File: config.mk
export PLATFORM = sky130hd
export DESIGN_NAME = line_pixel_generator
export DESIGN_NICKNAME = d
export VERILOG_FILES = /design/src/sv/lpg_pkg.sv /design/src/sv/lpg_front.sv /design/src/sv/lpg_queue.sv /design/src/sv/lpg_back.sv /design/src/sv/line_pixel_generator.sv
export SDC_FILE = /design/constraint.sdc
export NUM_CORES = 1
export LEC_CHECK = 0
export BUFFER_PORTS_ARGS = -buffer_cell sky130_fd_sc_hd__buf_2
export CAP_MARGIN = 0
export CORE_MARGIN = 8
export CORE_UTILIZATION = 50
export DETAILED_ROUTE_END_ITERATION = 10
export PLACE_DENSITY_LB_ADDON = 0.12
export SYNTH_ARGS = -nofsm -noshare
export SYNTH_HDL_FRONTEND = slang
export SYNTH_SLANG_ARGS = --single-unit
File: constraint.sdc
create_clock -name i_clk -period 6 [get_ports i_clk]
set_input_delay 1.2 -clock i_clk [delete_from_list [all_inputs] [get_ports i_clk]]
set_output_delay 1.2 -clock i_clk [all_outputs]
set_load 0.03 [all_outputs]
File: src/sv/lpg_pkg.sv
// line pixel generator package: coordinate width, transaction structs,
// command codes and configuration register indexes
// no dependencies
package lpg_pkg;

    localparam int COORD_BITS = 12;
    localparam int REM_BITS = COORD_BITS + 2;
    localparam int CFG_INDEX_BITS = 2;

    localparam logic [COORD_BITS-1:0] SCREEN_WIDTH_RESET = COORD_BITS'(640);
    localparam logic [COORD_BITS-1:0] SCREEN_HEIGHT_RESET = COORD_BITS'(480);

    typedef enum logic {
        KIND_START = 1'b0,
        KIND_ADVANCE = 1'b1
    } t_kind;

    typedef enum logic [CFG_INDEX_BITS-1:0] {
        CFG_SCREEN_WIDTH = 2'd0,
        CFG_SCREEN_HEIGHT = 2'd1
    } t_cfg_reg;

    typedef struct packed {
        logic kind;
        logic signed [COORD_BITS-1:0] x_first;
        logic signed [COORD_BITS-1:0] y_first;
        logic signed [COORD_BITS-1:0] x_second;
        logic signed [COORD_BITS-1:0] y_second;
    } t_in_item;

    typedef struct packed {
        logic signed [COORD_BITS-1:0] pixel_x;
        logic signed [COORD_BITS-1:0] pixel_y;
        logic off_screen;
        logic last;
    } t_out_item;

    // line setup as handed from front to back
    typedef struct packed {
        t_kind kind;
        logic major_is_y;
        logic signed [COORD_BITS-1:0] major_begin;
        logic signed [COORD_BITS-1:0] major_end;
        logic signed [COORD_BITS-1:0] minor_begin;
        logic [COORD_BITS-1:0] major_len;
        logic [COORD_BITS-1:0] minor_len;
        logic minor_neg;
    } t_cmd;

endpackage

File: src/sv/lpg_front.sv
// front end: classifies an input transaction and works out the line setup
// depends on lpg_pkg
module lpg_front (
    input  lpg_pkg::t_in_item i_item,
    output lpg_pkg::t_cmd     o_cmd
);
    import lpg_pkg::*;

    logic signed [COORD_BITS:0] w_dx;
    logic signed [COORD_BITS:0] w_dy;
    logic [COORD_BITS-1:0] w_adx;
    logic [COORD_BITS-1:0] w_ady;
    logic w_major_is_y;
    logic w_fwd;

    assign w_dx = {i_item.x_second[COORD_BITS-1], i_item.x_second}
                - {i_item.x_first[COORD_BITS-1], i_item.x_first};
    assign w_dy = {i_item.y_second[COORD_BITS-1], i_item.y_second}
                - {i_item.y_first[COORD_BITS-1], i_item.y_first};
    assign w_adx = w_dx[COORD_BITS] ? COORD_BITS'(-w_dx) : COORD_BITS'(w_dx);
    assign w_ady = w_dy[COORD_BITS] ? COORD_BITS'(-w_dy) : COORD_BITS'(w_dy);
    assign w_major_is_y = (w_ady >= w_adx);
    assign w_fwd = w_major_is_y ? !w_dy[COORD_BITS] : !w_dx[COORD_BITS];

    always_comb begin
        o_cmd.kind = t_kind'(i_item.kind);
        o_cmd.major_is_y = w_major_is_y;
        if (w_major_is_y) begin
            o_cmd.major_begin = w_fwd ? i_item.y_first : i_item.y_second;
            o_cmd.major_end = w_fwd ? i_item.y_second : i_item.y_first;
            o_cmd.minor_begin = w_fwd ? i_item.x_first : i_item.x_second;
            o_cmd.major_len = w_ady;
            o_cmd.minor_len = w_adx;
            o_cmd.minor_neg = w_fwd ? w_dx[COORD_BITS]
                                    : (w_dx != '0 && !w_dx[COORD_BITS]);
        end else begin
            o_cmd.major_begin = w_fwd ? i_item.x_first : i_item.x_second;
            o_cmd.major_end = w_fwd ? i_item.x_second : i_item.x_first;
            o_cmd.minor_begin = w_fwd ? i_item.y_first : i_item.y_second;
            o_cmd.major_len = w_adx;
            o_cmd.minor_len = w_ady;
            o_cmd.minor_neg = w_fwd ? w_dy[COORD_BITS]
                                    : (w_dy != '0 && !w_dy[COORD_BITS]);
        end
    end

endmodule

File: src/sv/lpg_queue.sv
// command queue between front and back, register based
// depends on lpg_pkg
module lpg_queue #(
    parameter int DEPTH = 2
) (
    input  logic          i_clk,
    input  logic          i_rst_n,
    input  logic          i_push,
    input  lpg_pkg::t_cmd i_cmd,
    input  logic          i_pop,
    output lpg_pkg::t_cmd o_head,
    output logic          o_full,
    output logic          o_empty
);
    import lpg_pkg::*;

    localparam int PtrBits = $clog2(DEPTH);
    localparam int CntBits = $clog2(DEPTH + 1);

    t_cmd r_mem [DEPTH];
    logic [PtrBits-1:0] r_wr_ptr, n_wr_ptr;
    logic [PtrBits-1:0] r_rd_ptr, n_rd_ptr;
    logic [CntBits-1:0] r_count, n_count;
    logic w_push, w_pop;

    assign o_full = (r_count == CntBits'(DEPTH));
    assign o_empty = (r_count == '0);
    assign o_head = r_mem[r_rd_ptr];
    assign w_push = i_push && !o_full;
    assign w_pop = i_pop && !o_empty;

    always_comb begin
        n_wr_ptr = r_wr_ptr;
        n_rd_ptr = r_rd_ptr;
        n_count = r_count;
        if (w_push) begin
            n_wr_ptr = (r_wr_ptr == PtrBits'(DEPTH - 1)) ? '0 : r_wr_ptr + 1'b1;
        end
        if (w_pop) begin
            n_rd_ptr = (r_rd_ptr == PtrBits'(DEPTH - 1)) ? '0 : r_rd_ptr + 1'b1;
        end
        if (w_push && !w_pop) begin
            n_count = r_count + 1'b1;
        end else if (w_pop && !w_push) begin
            n_count = r_count - 1'b1;
        end
    end

    always_ff @(posedge i_clk) begin
        if (!i_rst_n) begin
            r_wr_ptr <= '0;
            r_rd_ptr <= '0;
            r_count <= '0;
        end else begin
            r_wr_ptr <= n_wr_ptr;
            r_rd_ptr <= n_rd_ptr;
            r_count <= n_count;
        end
    end

    always_ff @(posedge i_clk) begin
        if (w_push) begin
            r_mem[r_wr_ptr] <= i_cmd;
        end
    end

    a_count_bound: assert property (@(posedge i_clk) disable iff (!i_rst_n)
        r_count <= CntBits'(DEPTH))
        else $error("queue count beyond depth");

    a_ptr_gap: assert property (@(posedge i_clk) disable iff (!i_rst_n)
        (r_count == '0 || r_count == CntBits'(DEPTH)) |-> r_wr_ptr == r_rd_ptr)
        else $error("queue pointers disagree with count");

    a_no_pop_empty: assert property (@(posedge i_clk) disable iff (!i_rst_n)
        o_empty |-> !i_pop)
        else $error("pop from empty queue");

endmodule

File: src/sv/lpg_back.sv
// back end: holds the active line, steps it one pixel per advance command,
// keeps the screen registers and the output register
// depends on lpg_pkg
module lpg_back (
    input  logic                                 i_clk,
    input  logic                                 i_rst_n,
    input  logic                                 i_cfg_valid,
    input  logic [lpg_pkg::CFG_INDEX_BITS-1:0]   i_cfg_index,
    input  logic [lpg_pkg::COORD_BITS-1:0]       i_cfg_data,
    input  lpg_pkg::t_cmd                        i_head,
    input  logic                                 i_empty,
    output logic                                 o_pop,
    output logic                                 o_out_valid,
    input  logic                                 i_out_stall,
    output lpg_pkg::t_out_item                   o_out_data
);
    import lpg_pkg::*;

    logic [COORD_BITS-1:0] r_screen_width;
    logic [COORD_BITS-1:0] r_screen_height;

    logic r_active, n_active;
    logic r_major_is_y;
    logic signed [COORD_BITS-1:0] r_major_cur;
    logic signed [COORD_BITS-1:0] r_major_end;
    logic signed [COORD_BITS-1:0] r_minor_cur;
    logic [COORD_BITS:0] r_two_len;
    logic [COORD_BITS:0] r_two_step;
    logic [REM_BITS-1:0] r_rem;
    logic r_minor_neg;

    logic r_out_valid, n_out_valid;
    t_out_item r_out_data;

    logic w_start, w_adv_fire;
    logic signed [COORD_BITS-1:0] w_px, w_py;
    logic w_off, w_fin;
    logic [REM_BITS-1:0] w_rem_sum;
    logic w_carry;

    assign w_start = !i_empty && (i_head.kind == KIND_START);
    assign o_pop = !i_empty
        && (i_head.kind == KIND_START || !r_active || !r_out_valid || !i_out_stall);
    assign w_adv_fire = o_pop && (i_head.kind == KIND_ADVANCE) && r_active;

    assign w_px = r_major_is_y ? r_minor_cur : r_major_cur;
    assign w_py = r_major_is_y ? r_major_cur : r_minor_cur;
    assign w_off = w_px[COORD_BITS-1] || w_py[COORD_BITS-1]
        || (w_px >= $signed({1'b0, r_screen_width}))
        || (w_py >= $signed({1'b0, r_screen_height}));
    assign w_fin = w_off || (r_major_cur >= r_major_end);

    assign w_rem_sum = r_rem + REM_BITS'(r_two_step);
    assign w_carry = (w_rem_sum >= REM_BITS'(r_two_len));

    always_comb begin
        n_active = r_active;
        if (w_start) begin
            n_active = 1'b1;
        end else if (w_adv_fire && w_fin) begin
            n_active = 1'b0;
        end
        n_out_valid = r_out_valid;
        if (w_adv_fire) begin
            n_out_valid = 1'b1;
        end else if (!i_out_stall) begin
            n_out_valid = 1'b0;
        end
    end

    always_ff @(posedge i_clk) begin
        if (!i_rst_n) begin
            r_screen_width <= SCREEN_WIDTH_RESET;
            r_screen_height <= SCREEN_HEIGHT_RESET;
        end else if (i_cfg_valid) begin
            unique case (i_cfg_index)
                CFG_SCREEN_WIDTH: r_screen_width <= i_cfg_data;
                CFG_SCREEN_HEIGHT: r_screen_height <= i_cfg_data;
                default: ;
            endcase
        end
    end

    always_ff @(posedge i_clk) begin
        if (!i_rst_n) begin
            r_active <= 1'b0;
            r_out_valid <= 1'b0;
        end else begin
            r_active <= n_active;
            r_out_valid <= n_out_valid;
        end
    end

    always_ff @(posedge i_clk) begin
        if (o_pop && w_start) begin
            r_major_is_y <= i_head.major_is_y;
            r_major_cur <= i_head.major_begin;
            r_major_end <= i_head.major_end;
            r_minor_cur <= i_head.minor_begin;
            r_two_len <= {i_head.major_len, 1'b0};
            r_two_step <= {i_head.minor_len, 1'b0};
            r_rem <= REM_BITS'(i_head.major_len);
            r_minor_neg <= i_head.minor_neg;
        end else if (w_adv_fire && !w_fin) begin
            r_major_cur <= r_major_cur + 1'b1;
            if (w_carry) begin
                r_rem <= w_rem_sum - REM_BITS'(r_two_len);
                r_minor_cur <= r_minor_neg ? r_minor_cur - 1'b1 : r_minor_cur + 1'b1;
            end else begin
                r_rem <= w_rem_sum;
            end
        end
    end

    always_ff @(posedge i_clk) begin
        if (w_adv_fire) begin
            r_out_data.pixel_x <= w_px;
            r_out_data.pixel_y <= w_py;
            r_out_data.off_screen <= w_off;
            r_out_data.last <= w_fin;
        end
    end

    assign o_out_valid = r_out_valid;
    assign o_out_data = r_out_data;

    a_rem_bound: assert property (@(posedge i_clk) disable iff (!i_rst_n)
        (r_active && r_two_len != '0) |-> r_rem < REM_BITS'(r_two_len))
        else $error("minor remainder out of range");

    a_major_range: assert property (@(posedge i_clk) disable iff (!i_rst_n)
        r_active |-> r_major_cur <= r_major_end)
        else $error("major coordinate past line end");

    a_last_ends_line: assert property (@(posedge i_clk) disable iff (!i_rst_n)
        (w_adv_fire && w_fin) |=> !r_active)
        else $error("line still active after last pixel");

    a_no_overwrite: assert property (@(posedge i_clk) disable iff (!i_rst_n)
        (r_out_valid && i_out_stall) |-> !w_adv_fire)
        else $error("pending result overwritten");

endmodule

File: src/sv/line_pixel_generator.sv
// line pixel generator top level: front setup, command queue, back stepper
// path: an accepted transaction is written into the command queue; the back stepper
// takes it from the queue head and registers its pixel in the output register
// throughput: one transaction per cycle while the output is not stalled, set by the back stepper's single update
// reset: i_rst_n synchronous active low; no line active, screen 640 x 480
// depends on lpg_pkg, lpg_front, lpg_queue, lpg_back
module line_pixel_generator #(
    parameter int QUEUE_DEPTH = 2
) (
    input  logic                               i_clk,
    input  logic                               i_rst_n,
    input  logic                               i_in_valid,
    output logic                               o_in_stall,
    input  lpg_pkg::t_in_item                  i_in_data,
    output logic                               o_out_valid,
    input  logic                               i_out_stall,
    output lpg_pkg::t_out_item                 o_out_data,
    input  logic                               i_cfg_valid,
    output logic                               o_cfg_ready,
    input  logic [lpg_pkg::CFG_INDEX_BITS-1:0] i_cfg_index,
    input  logic [lpg_pkg::COORD_BITS-1:0]     i_cfg_data
);
    import lpg_pkg::*;

    t_cmd w_cmd;
    t_cmd w_head;
    logic w_full, w_empty, w_pop;

    assign o_in_stall = w_full;
    assign o_cfg_ready = 1'b1;

    lpg_front u_front (
        .i_item (i_in_data),
        .o_cmd  (w_cmd)
    );

    lpg_queue #(
        .DEPTH (QUEUE_DEPTH)
    ) u_queue (
        .i_clk   (i_clk),
        .i_rst_n (i_rst_n),
        .i_push  (i_in_valid),
        .i_cmd   (w_cmd),
        .i_pop   (w_pop),
        .o_head  (w_head),
        .o_full  (w_full),
        .o_empty (w_empty)
    );

    lpg_back u_back (
        .i_clk       (i_clk),
        .i_rst_n     (i_rst_n),
        .i_cfg_valid (i_cfg_valid && o_cfg_ready),
        .i_cfg_index (i_cfg_index),
        .i_cfg_data  (i_cfg_data),
        .i_head      (w_head),
        .i_empty     (w_empty),
        .o_pop       (w_pop),
        .o_out_valid (o_out_valid),
        .i_out_stall (i_out_stall),
        .o_out_data  (o_out_data)
    );

endmodule
; Word level (Yosys, flattened, before mapping)
; Memories as Yosys holds them, arrays and structs flattened. A register that Yosys moved wholly into a read port is not among the register bits.
; Index checks and enable logic that the tools add are counted.
[totals]
ramBits = 126
word_cells = 117
input_bits = 68
reg_bits = 132
memories = 1
output_inout_bits = 29
[memory_table]
columns = name, words, word_bits, read_ports, rd_clocked_by_memory_dff, write_ports, line
row1 = u_queue.r_mem, 2, 63, 1, 1, 1, lpg_queue.sv:20  ; t_cmd r_mem [DEPTH];
[classes]
n_mux = 33
bitwise = 1
n_eq_ne = 3
reduce_logical = 41
order_cmp = 5
addsub = 13
[op_table]
columns = cell, count
row1 = two-way mux 12 bit, 16
row2 = two-way mux 61 bit, 1
row3 = greater-or-equal comparator 12 x 13 -> 1 bit, 2
row4 = nonzero test 13 bit, 2
row5 = subtractor 12 x 12 -> 13 bit, 2
row6 = adder 12 x 1 -> 12 bit (second input constant), 2
row7 = greater-or-equal comparator 12 bit, 2
row8 = negator 12 bit, 2
row9 = adder 14 x 13 -> 14 bit, 1
row10 = greater-or-equal comparator 14 x 13 -> 1 bit, 1
row11 = two-way mux 14 bit, 1
row12 = subtractor 14 x 13 -> 14 bit, 1
row13 = logical AND 1 bit, 13
row14 = two-way mux 1 bit, 13
row15 = subtractor 12 x 1 -> 12 bit (second input constant), 1
row16 = zero test 1 bit, 10
row17 = nonzero test 2 bit, 4
row18 = logical OR 1 bit, 7
row19 = AND reduction 2 bit, 3
row20 = zero test 2 bit, 2
row21 = two-way mux 2 bit, 2
row22 = adder 1 bit (second input constant), 2
row23 = adder 2 x 1 -> 2 bit (second input constant), 1
row24 = equality test 2 x 1 -> 1 bit (second input constant), 1
row25 = other kinds (4), 4

; Depth between registers and ports, before layout
[logic_depth]
ltp_word = 10
depth_mapped = 22
depth_no_buf = 20

; Cells and area by module
; Synthesis repeated with hierarchy kept, for this count alone.
[hier_totals]
cells_unflattened = 1464
area_unflattened_um2 = 15706.3
[modules_own_cells]
columns = mod, n_inst, cells_each, area_each_um2, seq_area_each_um2
row1 = lpg_back, 1, 722, 7583.5, 3563.4
row2 = lpg_queue, 1, 221, 4777.1, 3883.7
row3 = lpg_front, 1, 519, 3334.4, 0.0
row4 = line_pixel_generator, 1, 2, 11.3, 0.0

; Worst setup path after synthesis
; OpenSTA, ideal clock, no wires.
[synth_timing]
kind = input to register
startpoint = in i_in_data[12] (netlist name)
endpoint = mem u_queue.r_mem[0][47] (netlist name), data pin
arrival_time_ns = 5.202
setup_slack_ns = 0.522
setup_ns = 0.276
cell_stages = 20
t_required_ns = 5.724
path_buffers = 2
path_cell_list = inv_1 ha_1 fa_1 nor2b_1 o31ai_1 a2111oi_2 o31ai_1 a31o_2 buf_2 o21ai_0 xnor2_1 ha_1 a211o_1 or3_1 o211ai_1 o31a_1 inv_2 clkbuf_1 a211oi_1 a21oi_1
[synth_lines]
columns = element, line
row1 = start: declaration, line_pixel_generator.sv:14  ; input lpg_pkg::t_in_item i_in_data,
row2 = end: declaration, lpg_queue.sv:20

==> impl_metrics.csv <==
group,metric,value,unit
sta,period_needed,5.38,ns
synthesis,syn_avg_cell_area,10.6,um^2
global_routing,grtUsageTotal,0.204,
synthesis,synth_flop_cell,"edfxtp_1",
clock_tree,post_cts_resized,0,
placement,hpwl,28000,um
worst_setup_path,critPathTopFamily,"compound AO/OA/AOI/OAI gates",
power_and_ir_drop,ir_drop,0.277,mV
floorplan,ios,97,
clock_tree,clk_latency,0.56,ns
synthesis,synth-seq-area-share,0.481,
worst_setup_path,critPathArrivalTime,5.66,ns
power_and_ir_drop,p_per_area,580,nW/um^2
synthesis,synth_area,15500,um^2
worst_setup_path,start_kind,"input pin",
worst_setup_path,cp.required,6.28,ns
worst_setup_path,crit_end,"u_queue.r_mem[0][0]",
sta,setup_tns,0,ns
cells_and_area,finish.utilization,0.572,
route,wl,38100,um
route,ant_nets,0,
sta,finalMaxSlewViolations,0,
placement,gp_congestion,0.899,
clock_tree,clock-sinks,259,
route,vias,10933,
run,drv_cap,0,
synthesis,postSynthCellCount,1456,
global_routing,grt_pass1_wl,59400,um
worst_setup_path,r2r-end,"u_back.r_rem[1]",
worst_setup_path,critPathLaunch,"i_in_data[12]",
global_routing,overflow,0,
power_and_ir_drop,leakage,7.07,nW
clock_tree,post_cts_buffers,0,
worst_setup_path,path_class,"in2reg",
synthesis,yosys_warnings,0,
global_routing,antenna_found_initial,0,
clock_tree,root_buffer,"clkbuf_16",
floorplan,die_x,192,um
sta,report.final.hold_viol_count,0,
synthesis,yosysTopAreaCellShare,0.438,
cells_and_area,n_antenna_cell,0,
synthesis,synth_top_cell_by_area,"edfxtp_1",
worst_setup_path,worst-path-stages,20,
sta,period_share,0.896,
sta,worst_pin_slew,1.06,ns
synthesis,ys_top_cells_by_area,"edfxtp_1, ha_1, mux2i_1",
sta,rsz0062_at_grt,"no",
placement,post-place-ws,0.0911,ns
worst_setup_path,critPathBufInv,4,
worst_setup_path,critical_path.cell_chain,"buf_2 > inv_1 > ha_1 > fa_1 > nor2b_1 > o31ai_1 > a2111oi_2 > o31ai_1 > a31o_2 > o21ai_0 > xnor2_1 > ha_1 > a211o_1 > or3_1 > o211ai_1 > o31a_1 > inv_2 > buf_12 > o311ai_1 > o21ai_1",
worst_setup_path,r2r_slack,1.40,ns
floorplan,rows,64,
sta,fin_ws,0.624,ns
hold_path,min-delay-path-class,"reg2reg",
synthesis,synth-edff-count,226,
clock_tree,cts_made_buffers,29,
cells_and_area,nets,1734,
worst_setup_path,slowest_delay,0.53,ns
route,drt-initial-drc-count,705,
route,vias_per_cell,5.56,
synthesis,synth_most_common_cell,"edfxtp_1",
synthesis,async_flop_share,0,
floorplan,start_util,0.506,
worst_setup_path,path_max_fanout,50,
sta,slew_headroom,0.295,
placement,port_buffers,95,
floorplan,dieArea,36900,um^2
cells_and_area,drive_gt1_frac,0.157,
synthesis,syn_nets,1641,
cells_and_area,fill_cells,2616,
floorplan,die_h,192,um
clock_tree,cts_buffer_depth,3,
floorplan,coreArea,30600,um^2
cells_and_area,syn2layout_area_growth,13.0,%
synthesis,synth_seq_cells,259,
route,wl_per_cell,19.4,um
sta,fmax,0.186,GHz
worst_setup_path,reg2reg_depth,16,
worst_setup_path,endpoint_kind,"flip-flop",
synthesis,synth_cell_types,72,
sta,skew,0.0173,ns
route,route.detailed.drc,0,
sta,setup_viol,0,
outcome,status,"completed",
synthesis,ys_top_cells_by_count,"edfxtp_1, nand2_1, a21oi_1, inv_1, ha_1",
clock_tree,cts_tree,"yes",
global_routing,grt_pass1_vias,10778,
clock_tree,clkTransAtPathRegs,0.06,ns
clock_tree,cts_hold_buf,0,
route,dr.pass1.iters,5,
worst_setup_path,crit_slowest_cell,"o31ai_1",
worst_setup_path,worstReg2RegStart,"u_back.r_two_step[1]",
global_routing,grt_start_max_net_pins,69,
clock_tree,htree_levels,1,
cell usage in the layout (no fill, tap or decap), drive strengths merged, types with 4 or more instances in the layout:
cell type and instances:
a211o 4, a211oi 31, a21boi 25, a21o 13, a21oi 123, a31oi 5
and2 9, and3 28, buf 118, bufinv 7, clkbuf 32, clkinv 9
clkinvlp 4, dfxtp 33, edfxtp 226, fa 5, ha 112, inv 116
mux2 60, mux2i 70, nand2 137, nand2b 10, nand3 15, nand4 7
nor2 105, nor2b 29, nor3 19, o211ai 13, o21a 16, o21ai 58
o31a 4, o31ai 4, or2 4, or3 11, xnor2 45, xor2 27
kinds of logic (layout without fill, tap and decap cells):
family	count (synthesis)	count (layout)	share of synthesized area
mux	130	130	0.0888
fa+ha+maj	117	117	0.0969
simple gates	387	387	0.118
buf+inv	170	286	0.0431
xor+xnor	72	72	0.0407
other cells	1	1	0.000242
compound gates	320	320	0.132
flops	259	259	0.481
metrics by stage:
stage                     power, W  hold WS (ns)  instance area, um^2  std cells
after global routing        0.0109         0.483                17500       1968
after floorplan            0.00700         0.443                15500       1456
after detailed placement   0.00821         0.463                16400       1914
after global placement     0.00809         0.451                16400       1914
after CTS                   0.0102         0.472                17500       1968
final                       0.0102         0.470                17500       1968
registers in the layout (all words and copies together), names as in the netlist, 12 cells and up, named ones only:
signal / cells
u_back.r_major_cur: 12
u_back.r_rem: 14
u_back.r_screen_width: 12
u_back.r_screen_height: 12
u_back.o_out_data: 26
u_back.r_two_len: 12
u_back.r_minor_cur: 12
u_queue.r_mem: 126
u_back.r_two_step: 12
u_back.r_major_end: 12
where the power goes:
part | switching (W) | leakage [nW] | internal, W
sequential | 0.000214 | 2.36 | 0.00290
clock | 0.000744 | 0.503 | 0.00120
combinational | 0.00297 | 4.20 | 0.00213
total | 0.00393 | 7.07 | 0.00623
per-layer routing:
metal | share of wire | vias to the layer above | track usage
met1 | 0.48 | 5179 | 0.289
met2 | 0.45 | 251 | 0.328
met5 | 0 | - | 0
met4 | 0.017 | 0 | 0.0447
li1 | - | 5457 | -
met3 | 0.047 | 46 | 0.0272
worst reg2reg max path, delay by kind of cell, from the launching register on:
kind	cells	cell delay, ns
XOR/XNOR	1	0.16
flip-flops	1	0.41
adder cells (fa/ha/maj)	3	1.00
multiplexers	2	0.52
AND/OR/NAND/NOR	4	1.02
AO/OA/AOI/OAI	6	1.23
how the worst min path moves through the flow:
| stage | startpoint | endpoint | cells past startpoint | slack, ns |
|---|---|---|---|---|
| 5_1_grt | u_back.r_screen_height[9] | u_back.r_screen_height[9] | 2 | 0.48 |
| 6_report | u_back.r_screen_width[3] | u_back.r_screen_width[3] | 2 | 0.47 |
| 2_1_floorplan | u_back.r_rem[12] | u_back.r_rem[12] | 2 | 0.44 |
| 3_3_place_gp | u_back.r_screen_height[2] | u_back.r_screen_height[2] | 2 | 0.45 |
| 3_5_place_dp | u_back.r_screen_width[3] | u_back.r_screen_width[3] | 2 | 0.46 |
| 4_1_cts | u_back.r_screen_width[3] | u_back.r_screen_width[3] | 2 | 0.47 |
layout make-up:
| type | count | area (um^2) | area share |
|---|---|---|---|
| clock inverters | 22 | 319 | 0.0182 |
| repair buffers | 118 | 661 | 0.0377 |
| inverters | 114 | 428 | 0.0245 |
| multi-input cells | 1027 | 7410 | 0.424 |
| clock buffers | 32 | 737 | 0.0421 |
| flip-flops and latches | 259 | 7450 | 0.426 |
| well taps | 396 | 495 | 0.0283 |
No activity file was read; power rests on OpenSTA's default activity.
